[config.mk]
export PLATFORM = sky130hd
export DESIGN_NAME = adsr_envelope_applier
export DESIGN_NICKNAME = d
export VERILOG_FILES = /design/src/hw/rtl/aea_pkg.sv /design/src/hw/rtl/aea_divider.sv /design/src/hw/rtl/aea_scaler.sv /design/src/hw/rtl/adsr_envelope_applier.sv
export SDC_FILE = /design/constraint.sdc
export NUM_CORES = 2
export LEC_CHECK = 0
export CORE_MARGIN = 4
export CORE_UTILIZATION = 50
export CTS_CLUSTER_SIZE = 25
export DETAILED_ROUTE_END_ITERATION = 7
export DONT_BUFFER_PORTS = 1
export SKIP_CTS_REPAIR_TIMING = 1
export SYNTH_ARGS = -nofsm -noshare
export SYNTH_HDL_FRONTEND = slang
export SYNTH_SLANG_ARGS = --single-unit
[constraint.sdc]
create_clock -name clk -period 9.75 [get_ports clk]
set_input_delay 0.4875 -clock clk [delete_from_list [all_inputs] [get_ports clk]]
set_output_delay 0.4875 -clock clk [all_outputs]
set_load 0.1 [all_outputs]
[src/hw/rtl/aea_pkg.sv]
// Shared types, widths and constants for the ADSR envelope applier.
// No dependencies; every other file of the block imports this package.
`timescale 1ns / 1ps

package aea_pkg;

  localparam int SAMPLE_W    = 16;
  localparam int LEN_W       = 16;
  localparam int NOTE_W      = 24;
  localparam int NUM_W       = 25;
  localparam int DEN_W       = 24;
  localparam int PHASE_W     = 3;
  localparam int CFG_INDEX_W = 3;
  localparam int CFG_DATA_W  = 24;

  localparam int POSITION_BITS_DEFAULT      = 24;
  localparam int GAIN_FRACTION_BITS_DEFAULT = 16;

  localparam logic [LEN_W-1:0]  ATTACK_RESET  = 16'd4410;
  localparam logic [LEN_W-1:0]  DECAY_RESET   = 16'd4410;
  localparam logic [LEN_W-1:0]  RELEASE_RESET = 16'd4410;
  localparam logic [NOTE_W-1:0] NOTE_RESET    = 24'd44100;

  // The attack peak of 1.2 is the ratio of these two factors.
  localparam int PEAK_NUM = 6;
  localparam int PEAK_DEN = 5;

  localparam logic [CFG_INDEX_W-1:0] REG_ATTACK  = 3'd0;
  localparam logic [CFG_INDEX_W-1:0] REG_DECAY   = 3'd1;
  localparam logic [CFG_INDEX_W-1:0] REG_RELEASE = 3'd2;
  localparam logic [CFG_INDEX_W-1:0] REG_NOTE    = 3'd3;

  typedef enum logic [PHASE_W-1:0] {
    PH_ATTACK  = 3'd0,
    PH_DECAY   = 3'd1,
    PH_SUSTAIN = 3'd2,
    PH_RELEASE = 3'd3,
    PH_RISE    = 3'd4,
    PH_FALL    = 3'd5
  } phase_t;

  typedef enum logic [1:0] {
    ST_IDLE,
    ST_SETUP,
    ST_DIV,
    ST_MUL
  } state_t;

endpackage

[src/hw/rtl/aea_divider.sv]
// Restoring divider that forms the envelope gain num * 2^F / den, one quotient bit a cycle.
// Depends on aea_pkg; the operands must satisfy num <= 2 * den.
`timescale 1ns / 1ps

module aea_divider #(
  parameter int GAIN_FRACTION_BITS = aea_pkg::GAIN_FRACTION_BITS_DEFAULT
) (
  input  logic                          clk,
  input  logic                          rst,
  input  logic                          start,
  input  logic [aea_pkg::NUM_W-1:0]     num,
  input  logic [aea_pkg::DEN_W-1:0]     den,
  output logic                          done,
  output logic [GAIN_FRACTION_BITS+1:0] quot
);
  import aea_pkg::*;

  localparam int STEPS = GAIN_FRACTION_BITS + 2;
  localparam int CNT_W = $clog2(STEPS);

  logic             busy;
  logic [CNT_W-1:0] cnt;
  logic [DEN_W-1:0] rem;
  logic [DEN_W-1:0] den_r;
  logic [STEPS-1:0] dsr;
  logic [DEN_W:0]   rem_sh;
  logic [DEN_W:0]   rem_sub;
  logic             fits;

  assign rem_sh  = {rem, dsr[STEPS-1]};
  assign rem_sub = rem_sh - {1'b0, den_r};
  assign fits    = rem_sh >= {1'b0, den_r};

  always_ff @(posedge clk) begin
    if (rst) begin
      busy <= 1'b0;
      done <= 1'b0;
      cnt  <= '0;
    end else begin
      done <= 1'b0;
      if (start) begin
        busy <= 1'b1;
        cnt  <= CNT_W'(STEPS - 1);
      end else if (busy) begin
        cnt <= cnt - CNT_W'(1);
        if (cnt == '0) begin
          busy <= 1'b0;
          done <= 1'b1;
        end
      end
    end
  end

  always_ff @(posedge clk) begin
    if (start) begin
      rem   <= DEN_W'(num[NUM_W-1:2]);
      dsr   <= {num[1:0], {GAIN_FRACTION_BITS{1'b0}}};
      den_r <= den;
      quot  <= '0;
    end else if (busy) begin
      rem  <= fits ? rem_sub[DEN_W-1:0] : rem_sh[DEN_W-1:0];
      dsr  <= dsr << 1;
      quot <= {quot[STEPS-2:0], fits};
    end
  end

endmodule

[src/hw/rtl/aea_scaler.sv]
// Multiplies a sample by the gain, then truncates toward zero and saturates to 16 bits.
// Depends on aea_pkg; the product is registered before the shift and saturation.
`timescale 1ns / 1ps

module aea_scaler #(
  parameter int GAIN_FRACTION_BITS = aea_pkg::GAIN_FRACTION_BITS_DEFAULT
) (
  input  logic                                clk,
  input  logic                                load,
  input  logic signed [aea_pkg::SAMPLE_W-1:0] sample,
  input  logic [GAIN_FRACTION_BITS+1:0]       gain,
  output logic signed [aea_pkg::SAMPLE_W-1:0] result
);
  import aea_pkg::*;

  localparam int MAG_W   = SAMPLE_W + 1;
  localparam int GAIN_W  = GAIN_FRACTION_BITS + 2;
  localparam int PROD_W  = MAG_W + GAIN_W;
  localparam int SHIFT_W = PROD_W - GAIN_FRACTION_BITS;

  localparam logic [SHIFT_W-1:0] POS_LIMIT = SHIFT_W'((1 << (SAMPLE_W - 1)) - 1);
  localparam logic [SHIFT_W-1:0] NEG_LIMIT = SHIFT_W'(1 << (SAMPLE_W - 1));

  logic [MAG_W-1:0]   mag;
  logic [PROD_W-1:0]  prod;
  logic               neg;
  logic [SHIFT_W-1:0] shifted;
  logic [SAMPLE_W-1:0] low_bits;

  assign mag = sample[SAMPLE_W-1] ? MAG_W'(-{sample[SAMPLE_W-1], sample})
                                  : MAG_W'({1'b0, sample});

  always_ff @(posedge clk) begin
    if (load) begin
      prod <= PROD_W'(mag) * PROD_W'(gain);
      neg  <= sample[SAMPLE_W-1];
    end
  end

  assign shifted  = prod[PROD_W-1:GAIN_FRACTION_BITS];
  assign low_bits = shifted[SAMPLE_W-1:0];

  always_comb begin
    if (neg) begin
      result = (shifted > NEG_LIMIT) ? signed'(NEG_LIMIT[SAMPLE_W-1:0])
                                     : signed'(~low_bits + SAMPLE_W'(1));
    end else begin
      result = (shifted > POS_LIMIT) ? signed'(POS_LIMIT[SAMPLE_W-1:0]) : signed'(low_bits);
    end
  end

endmodule

[src/hw/rtl/adsr_envelope_applier.sv]
// ADSR envelope applier: scales each item by a piecewise-linear gain set by its note position.
// One item at a time: the next item is taken only after the current one has passed the bit-serial
// gain divider and the scaler and its result has been written to the output; a waiting result
// does not block the next acceptance.
// Synchronous reset loads the default lengths, clears the position counter and empties the output.
`timescale 1ns / 1ps

module adsr_envelope_applier #(
  parameter int POSITION_BITS      = aea_pkg::POSITION_BITS_DEFAULT,
  parameter int GAIN_FRACTION_BITS = aea_pkg::GAIN_FRACTION_BITS_DEFAULT
) (
  input  logic                                   clk,
  input  logic                                   rst,
  input  logic                                   in_valid,
  output logic                                   in_stall,
  input  logic signed [aea_pkg::SAMPLE_W-1:0]    sample_in,
  output logic                                   out_valid,
  input  logic                                   out_stall,
  output logic signed [aea_pkg::SAMPLE_W-1:0]    sample_out,
  output logic [aea_pkg::PHASE_W-1:0]            envelope_phase,
  output logic                                   note_end,
  input  logic                                   cfg_valid,
  output logic                                   cfg_ready,
  input  logic [aea_pkg::CFG_INDEX_W-1:0]        cfg_index,
  input  logic [aea_pkg::CFG_DATA_W-1:0]         cfg_data
);
  import aea_pkg::*;

  localparam int CMP_W  = (POSITION_BITS > NOTE_W) ? POSITION_BITS : NOTE_W;
  localparam int LSUM_W = LEN_W + 2;
  localparam int GAIN_W = GAIN_FRACTION_BITS + 2;

  state_t state, state_next;

  logic [LEN_W-1:0]         attack_length;
  logic [LEN_W-1:0]         decay_length;
  logic [LEN_W-1:0]         release_length;
  logic [NOTE_W-1:0]        note_length;
  logic [POSITION_BITS-1:0] sample_position;
  logic signed [SAMPLE_W-1:0] sample_r;
  phase_t                   phase_r;
  logic                     last_r;

  logic [NOTE_W-1:0] n_eff;
  logic [NOTE_W-1:0] n_m1;
  logic [CMP_W-1:0]  p_ext;
  logic              last;
  logic [NOTE_W-1:0] p_clamp;
  logic [NOTE_W-1:0] half;
  logic [LSUM_W-1:0] len_sum;
  logic [LEN_W:0]    ad_sum;
  logic [NUM_W-1:0]  num;
  logic [DEN_W-1:0]  den;
  phase_t            phase;

  logic              div_start;
  logic              div_done;
  logic [GAIN_W-1:0] gain;
  logic              mul_load;
  logic              out_write;
  logic              out_free;
  logic signed [SAMPLE_W-1:0] scaled;

  assign cfg_ready = 1'b1;

  always_ff @(posedge clk) begin
    if (rst) begin
      attack_length  <= ATTACK_RESET;
      decay_length   <= DECAY_RESET;
      release_length <= RELEASE_RESET;
      note_length    <= NOTE_RESET;
    end else if (cfg_valid && cfg_ready) begin
      unique case (cfg_index)
        REG_ATTACK:  attack_length  <= cfg_data[LEN_W-1:0];
        REG_DECAY:   decay_length   <= cfg_data[LEN_W-1:0];
        REG_RELEASE: release_length <= cfg_data[LEN_W-1:0];
        REG_NOTE:    note_length    <= cfg_data[NOTE_W-1:0];
        default: ;
      endcase
    end
  end

  always_comb begin
    n_eff   = (note_length == '0) ? NOTE_W'(1) : note_length;
    n_m1    = n_eff - NOTE_W'(1);
    p_ext   = CMP_W'(sample_position);
    last    = p_ext >= CMP_W'(n_m1);
    p_clamp = last ? n_m1 : p_ext[NOTE_W-1:0];
    half    = n_eff >> 1;
    len_sum = LSUM_W'(attack_length) + LSUM_W'(decay_length) + LSUM_W'(release_length);
    ad_sum  = (LEN_W + 1)'(attack_length) + (LEN_W + 1)'(decay_length);
    num     = NUM_W'(1);
    den     = DEN_W'(1);
    phase   = PH_SUSTAIN;
    if (n_eff < NOTE_W'(len_sum)) begin
      if (p_clamp < half) begin
        phase = PH_RISE;
        num   = NUM_W'(p_clamp);
        den   = half;
      end else begin
        phase = PH_FALL;
        num   = {n_eff - p_clamp, 1'b0};
        den   = n_eff;
      end
    end else if (p_clamp < NOTE_W'(attack_length)) begin
      phase = PH_ATTACK;
      num   = NUM_W'(p_clamp) * NUM_W'(PEAK_NUM);
      den   = DEN_W'(attack_length) * DEN_W'(PEAK_DEN);
    end else if (p_clamp < NOTE_W'(ad_sum)) begin
      phase = PH_DECAY;
      num   = NUM_W'(decay_length) * NUM_W'(PEAK_NUM)
            - (NUM_W'(p_clamp) - NUM_W'(attack_length));
      den   = DEN_W'(decay_length) * DEN_W'(PEAK_DEN);
    end else if (p_clamp >= n_eff - NOTE_W'(release_length)) begin
      phase = PH_RELEASE;
      num   = NUM_W'(n_eff - p_clamp);
      den   = DEN_W'(release_length);
    end
  end

  always_ff @(posedge clk) begin
    if (rst) begin
      state <= ST_IDLE;
    end else begin
      state <= state_next;
    end
  end

  assign out_free = !out_valid || !out_stall;

  always_comb begin
    state_next = state;
    in_stall   = 1'b1;
    div_start  = 1'b0;
    mul_load   = 1'b0;
    out_write  = 1'b0;
    unique case (state)
      ST_IDLE: begin
        in_stall = 1'b0;
        if (in_valid) begin
          state_next = ST_SETUP;
        end
      end
      ST_SETUP: begin
        div_start  = 1'b1;
        state_next = ST_DIV;
      end
      ST_DIV: begin
        if (div_done) begin
          mul_load   = 1'b1;
          state_next = ST_MUL;
        end
      end
      ST_MUL: begin
        if (out_free) begin
          out_write  = 1'b1;
          state_next = ST_IDLE;
        end
      end
      default: state_next = ST_IDLE;
    endcase
  end

  always_ff @(posedge clk) begin
    if (rst) begin
      sample_position <= '0;
    end else if (div_start) begin
      sample_position <= last ? '0 : sample_position + POSITION_BITS'(1);
    end
  end

  always_ff @(posedge clk) begin
    if (in_valid && !in_stall) begin
      sample_r <= sample_in;
    end
    if (div_start) begin
      phase_r <= phase;
      last_r  <= last;
    end
  end

  aea_divider #(
    .GAIN_FRACTION_BITS(GAIN_FRACTION_BITS)
  ) u_divider (
    .clk  (clk),
    .rst  (rst),
    .start(div_start),
    .num  (num),
    .den  (den),
    .done (div_done),
    .quot (gain)
  );

  aea_scaler #(
    .GAIN_FRACTION_BITS(GAIN_FRACTION_BITS)
  ) u_scaler (
    .clk   (clk),
    .load  (mul_load),
    .sample(sample_r),
    .gain  (gain),
    .result(scaled)
  );

  always_ff @(posedge clk) begin
    if (rst) begin
      out_valid <= 1'b0;
    end else if (out_write) begin
      out_valid <= 1'b1;
    end else if (!out_stall) begin
      out_valid <= 1'b0;
    end
  end

  always_ff @(posedge clk) begin
    if (out_write) begin
      sample_out     <= scaled;
      envelope_phase <= phase_r;
      note_end       <= last_r;
    end
  end

endmodule
## Word level (Yosys, flattened, before mapping)

Cells that the tools add are included.

- Latch bits: 0
- Flip-flop bits (word level): 250
- Memories: 0
- Output and inout port bits: 23
- Memory bits (read-only): 0
- Memory bits (writable): 0

- Order comparisons: 9
- Mux-type cells: 45
- Equality and inequality tests: 10
- Add/subtract/negate cells: 14
- $mul: 5
- Shifts and indexed selects: 0
- Reduce and logical (&&, ||, !) cells: 16
- Div/mod/pow operators: 0
- Bitwise operators: 2

Operators with widths:

| kind | count |
|---|---|
| 24-bit 2-to-1 mux | 6 |
| 25-bit 2-to-1 mux | 5 |
| 16-bit 2-to-1 mux | 4 |
| 24-bit greater-or-equal comparator | 2 |
| 24-bit subtractor | 2 |
| 23-bit 2-to-1 mux | 2 |
| 16-bit by 3-bit multiplier with 19-bit output, second input constant | 2 |
| 19-bit 2-to-1 mux | 2 |
| 18-bit 2-to-1 mux | 2 |
| 17-bit by 18-bit multiplier with 35-bit output | 1 |
| 16-bit by 16-bit adder with 17-bit output | 2 |
| 25-bit by 24-bit greater-or-equal comparator with 1-bit output | 1 |
| 19-bit by 25-bit subtractor with 25-bit output | 1 |
| 24-bit by 16-bit subtractor with 25-bit output | 1 |
| 24-bit by 24-bit subtractor with 25-bit output | 1 |
| 24-bit by 1-bit adder with 24-bit output, second input constant | 1 |
| 24-bit logical NOT | 1 |
| 24-bit by 16-bit < comparator with 1-bit output | 1 |
| 24-bit by 17-bit < comparator with 1-bit output | 1 |
| 24-bit by 18-bit < comparator with 1-bit output | 1 |
| 24-bit by 23-bit < comparator with 1-bit output | 1 |
| 24-bit by 2-bit multiplier with 24-bit output, second input constant | 1 |
| 24-bit by 1-bit subtractor with 24-bit output, second input constant | 1 |
| 24-bit by 16-bit subtractor with 24-bit output | 1 |
| 32 further kinds | 58 |

## Longest topological paths before layout

- Depth in word-level cells: 11
- Gate-level depth with buffers: 40
- Gate-level depth less buffers: 36

## Hierarchy

A second synthesis with hierarchy kept.

- Cells, all modules: 4018
- Area, all modules: 34093.9 um2

By module, submodules not included:

| module | area each (um2) | sequential area each (um2) | cells an instance | times used |
|---|---|---|---|---|
| adsr_envelope_applier | 18460.2 | 3183.1 | 2328 | 1 |
| aea_scaler | 11198.2 | 600.6 | 1279 | 1 |
| aea_divider | 4435.5 | 1991.9 | 411 | 1 |

## Worst setup path after synthesis

Ideal clock, no wire load.

- Kind: reg2reg
- Start: reg note_length[16]
- End: reg u_divider.rem[21], data pin
- Slack: 1.768 ns
- Stages on the path, launching flop included: 40
- Arrival: 7.727 ns
- Clock period less this slack: 7.982 ns
- Required time: 9.495 ns
- Setup time: 0.255 ns
- Path through: dfxtp_1 > buf_2 > or3_1 > clkbuf_1 > nor3_1 > a31o_2 > inv_1 > ha_1 > nand2_1 > nor4_1 > nand2_1 > nor4_1 > xnor2_1 > inv_1 > ha_1 > a2111oi_0 > o21ai_0 > a211oi_1 > [4 not listed] > inv_6 > buf_2 > o21ai_0 > inv_1 > fa_1 > inv_1 > ha_1 > nor2b_1 > o31a_1 > o2111a_1 > o31ai_1 > a21oi_1 > o41ai_1 > nor2b_1 > o21ai_0 > or4_1 > nand3_1 > a31o_1

- Cells in the longest elaborated chain, start to end: 11
- Elaborated cells on any way between the ends: 22
- Classes of those cells: add/sub (6); mul (1); order compare (6); mux (8); reduce/logical (1)

RTL lines:

| element | line | text |
|---|---|---|
| start, declared | adsr_envelope_applier.sv:38 | `logic [NOTE_W-1:0] note_length;` |
| start signal, assigned | adsr_envelope_applier.sv:77 | `REG_NOTE: note_length <= cfg_data[NOTE_W-1:0];` |
| 24-bit logical NOT | adsr_envelope_applier.sv:84 | `n_eff = (note_length == '0) ? NOTE_W'(1) : note_length;` |
| 24-bit 2-to-1 mux * | adsr_envelope_applier.sv:84 |  |
| 24-bit by 1-bit subtractor with 24-bit output | adsr_envelope_applier.sv:85 | `n_m1 = n_eff - NOTE_W'(1);` |
| 24-bit greater-or-equal comparator | adsr_envelope_applier.sv:87 | `last = p_ext >= CMP_W'(n_m1);` |
| 24-bit 2-to-1 mux | adsr_envelope_applier.sv:88 | `p_clamp = last ? n_m1 : p_ext[NOTE_W-1:0];` |
| 24-bit by 16-bit subtractor with 25-bit output (tied with other cells) | adsr_envelope_applier.sv:112 | `- (NUM_W'(p_clamp) - NUM_W'(attack_length));` |
| 19-bit by 25-bit subtractor with 25-bit output / 25-bit 2-to-1 mux (equally long branches) | adsr_envelope_applier.sv:112, adsr_envelope_applier.sv:114 |  |
| 25-bit 2-to-1 mux | adsr_envelope_applier.sv:109 | `end else if (p_clamp < NOTE_W'(ad_sum)) begin` |
| 25-bit 2-to-1 mux | adsr_envelope_applier.sv:105 | `end else if (p_clamp < NOTE_W'(attack_length)) begin` |
| 25-bit 2-to-1 mux * | adsr_envelope_applier.sv:95 | `if (n_eff < NOTE_W'(len_sum)) begin` |
| 23-bit 2-to-1 mux * | aea_divider.sv:55 | `if (start) begin` |
| end signal, assigned | aea_divider.sv:56 | `rem <= DEN_W'(num[NUM_W-1:2]);` |
| end signal, assigned | aea_divider.sv:61 | `rem <= fits ? rem_sub[DEN_W-1:0] : rem_sh[DEN_W-1:0];` |
| end, declared | aea_divider.sv:23 | `logic [DEN_W-1:0] rem;` |

Every way passes the cells marked *; elsewhere a longest branch is shown, timed or not.
A chain may end at the register's enable or synchronous reset.

## Worst setup path after layout

- Start: reg note_length[23]
- End: reg u_divider.rem[18], data pin

The elaborated chain is that of the path after synthesis.

==> results.md <==
* Outcome: complete, but fails checks
* Failing checks: negative hold slack
* Max clock buf depth at 3
* Crit path buffers/inverters at 5
* Initial core utilization at 0.508
* Clock-pin slew on the worst setup and hold paths at 0.06 ns
* Top post-synthesis cells by area: ha_1 (17%), fa_1 (17%), edfxtp_1 (9.9%)
* Psw at 2.16 mW
* Register share of total power at 0.289
* Post-synth ARST share at 0
* Top-count cell post-synth: inv_1
* Final-report setup violation count at 0
* Synth Area per Inst at 8.43 um2
* Total global routing overflow at 0
* Mean routed wirelength per cell at 21.6 um
* Worst setup SP type: flop
* Vias in the first global route at roughly 27k
* Num rows at a little over 90
* Post-DP HPWL at 81,800 um
* Top cells by count, synth: inv_1 (498), nand2_1 (459), ha_1 (454)
* Register area share after synthesis at 0.175
* F_max at between 0.1 and 0.15 GHz
* Post-Route Setup TNS at 0 ns
* Crit path max-delay family: simple AND/OR/NAND/NOR gates
* Dpl cells at 4,694
* Post-synthesis cell area at 32,900 um2
* CP Data Arrival Time at roughly 9.5 ns
* Post-Route Skew at roughly 0.026 ns
* Layout net count at 4,681
* Clock power frac at 0.232
* GPL Wtd Cong at between 0.9 and 1
* Slowest cell on crit path: nor2_4
* Syn. warnings at 0
* Dominant cell type by area after synthesis: ha_1
* Hold crit path type: in -> reg
* Yosys top cell area share at 0.173
* Cell internal pwr at 2.85 mW
* Flops & latches, synth at ~230
* Multi-input logic area at 24,800 um2
* Initial antenna violation count at 0
* 1st-pass router iterations at 5
* Register area at a little under 6000 um2
* Largest net degree at the start of global routing at between 80 and 90
* Max Fanout on Critical Path at 36
* Io pins at 71
* Worst vdd ir at 0.000163 V
* Fin. Hold Viols at 6
* Initial drt markers at 2,223
* Clk sinks at roughly 230
* Via density at a little under 6
* Pleak at ~16 nW
* Max Slew Vio Count at 0
* Die area at between 70,000 and 80,000 um2
* Min Clock Period, post-route at between 9 and 10 ns
* Routed Antenna Nets at 0
* Routed WL at ~100,000 um
* Max Cap Violations at 0
* Power per cell area at roughly 140 nW/um2
* CTS buffer count at 31
* Core ar. at 64,800 um2
* Layout cells sized above 1 at 0.0474
* RSZ-0062 raised after global routing: no
* Root buf cell: clkbuf_16
* Via count at between 20k and 30k
* Clk Latency, worst-skew pair at about 0.62 ns
* Antenna diodes at 0
* Crit-path max cell delay at between 0.7 and 0.8 ns
* Final worst path period share at 0.930
* Mapped Cells at slightly below 4k
* Power share of the combinational group at 0.479
* Hold WS at -0.0232 ns
* Finished Layout Cells at about 4.8k
* Die outline width at between 200 and 300 um
* Critical Path Sink Type: flop
* CTS tree: yes
* R2R setup slack at approximately 0.68 ns
* Slew @ Worst Pin at 1.20 ns
* Die H at approximately 260 um
* Rel. slew slack at 0.198
* EDFF count, synth at 109
* Worst Path Required at between 10 and 15 ns
* Count of unique library cells instantiated by Yosys at slightly above 90
* Critical path class: reg -> reg
* P&R area growth vs syn at 7.52%
* GRT Overall Usage at 0.286
* I/O Buffers at 0
* H-tree levels at 1
* Filler cells at ~6k
* Sw frac at 0.431
* Number of remaining DRC errors at 0
* First-pass GRT wire length at roughly 160,000 um
* Dominant synthesized flop cell: dfxtp_1
## power by group through the flow
stage / clock network, mW / registers [mW] / logic (mW)
detailed placement: 0 / 1.46 / 2.35
floorplan: 0 / 1.38 / 1.74
finish: 1.16 / 1.45 / 2.40
global route: 1.23 / 1.46 / 2.68
CTS: 1.19 / 1.44 / 2.37
global placement: 0 / 1.46 / 2.34
## worst paths after layout
kind                         from                end  cells after the start
setup / recovery  note_length[23]  u_divider.rem[18]                     33
hold / removal                rst   u_divider.cnt[2]                      1
setup reg to reg  note_length[23]  u_divider.rem[18]                     33
hold reg to reg        phase_r[2]  envelope_phase[2]                      0
## registers in the layout (all words and copies together) (netlist names)
signal and cells:
attack_length 16, decay_length 16, envelope_phase 3, last_r 1, note_end 1, note_length 24
out_valid 1, p_ext 24, phase_r 3, release_length 16, sample_out 16, sample_r 16
state 2, u_divider.busy 1, u_divider.cnt 5, u_divider.den_r 24, u_divider.done 1, u_divider.dsr 2
u_divider.quot 18, u_divider.rem 24, u_scaler.neg 1, u_scaler.prod 19
## metal layers
| layer | vias to the layer above | wire length (um) | track usage |
|---|---|---|---|
| li1 | 13273 | - | - |
| met1 | 13395 | 47800 | 0.430 |
| met2 | 1024 | 43100 | 0.426 |
| met3 | 149 | 9560 | 0.0598 |
| met4 | 0 | 2680 | 0.0631 |
| met5 | - | 0 | 0 |
## layout by cell type, fill, tap and decap left out, types with 26 or more instances in the layout
cell / instances
nand3_1: 88
o21ai_0: 156
clkbuf_16: 31
and3_1: 26
xor2_1: 78
nor3_1: 69
o211ai_1: 41
a21oi_1: 249
inv_1: 498
nand4_1: 32
edfxtp_1: 109
fa_1: 277
nand2b_1: 39
ha_1: 453
mux2i_1: 50
nor2b_1: 80
xnor2_1: 151
a211oi_1: 44
nor2_1: 239
nand2_1: 459
a21o_1: 64
o21a_1: 32
buf_4: 79
and2_1: 47
nand3b_1: 26
dfxtp_1: 125
## through the flow
step	area (um2)	setup WS (ns)	power, mW	utilization
CTS	35100	0.363	5.00	0.541
finish	35400	0.679	5.01	0.546
global route	35400	0.0445	5.37	0.546
floorplan	33000	1.77	3.12	-
detailed placement	34100	0.429	3.81	0.526
global placement	34100	0.733	3.81	0.526
## final cells by class
class                           count  share of cell area
Clock buffer                       37              0.0237
Clock inverter                     19             0.00520
Inverter                          500              0.0532
Multi-Input combinational cell   3029               0.699
Sequential cell                   234               0.163
Tap cell                          855              0.0302
Timing Repair Buffer              106              0.0252
## logic make-up (layout without fill, tap and decap cells)
group / after synthesis / after routing / synth area share
AOI/OAI and AO/OA: 790 / 790 / 0.154
DFF: 234 / 234 / 0.175
adders and majority gates: 731 / 731 / 0.341
and+or+nand+nor: 1200 / 1200 / 0.173
xor gates and xnor gates: 229 / 229 / 0.0609
other: 2 / 24 / 0.000228
buffers and inverters: 665 / 662 / 0.0775
muxes: 55 / 55 / 0.0176
Note: power is estimated with default switching activity, not from simulation.
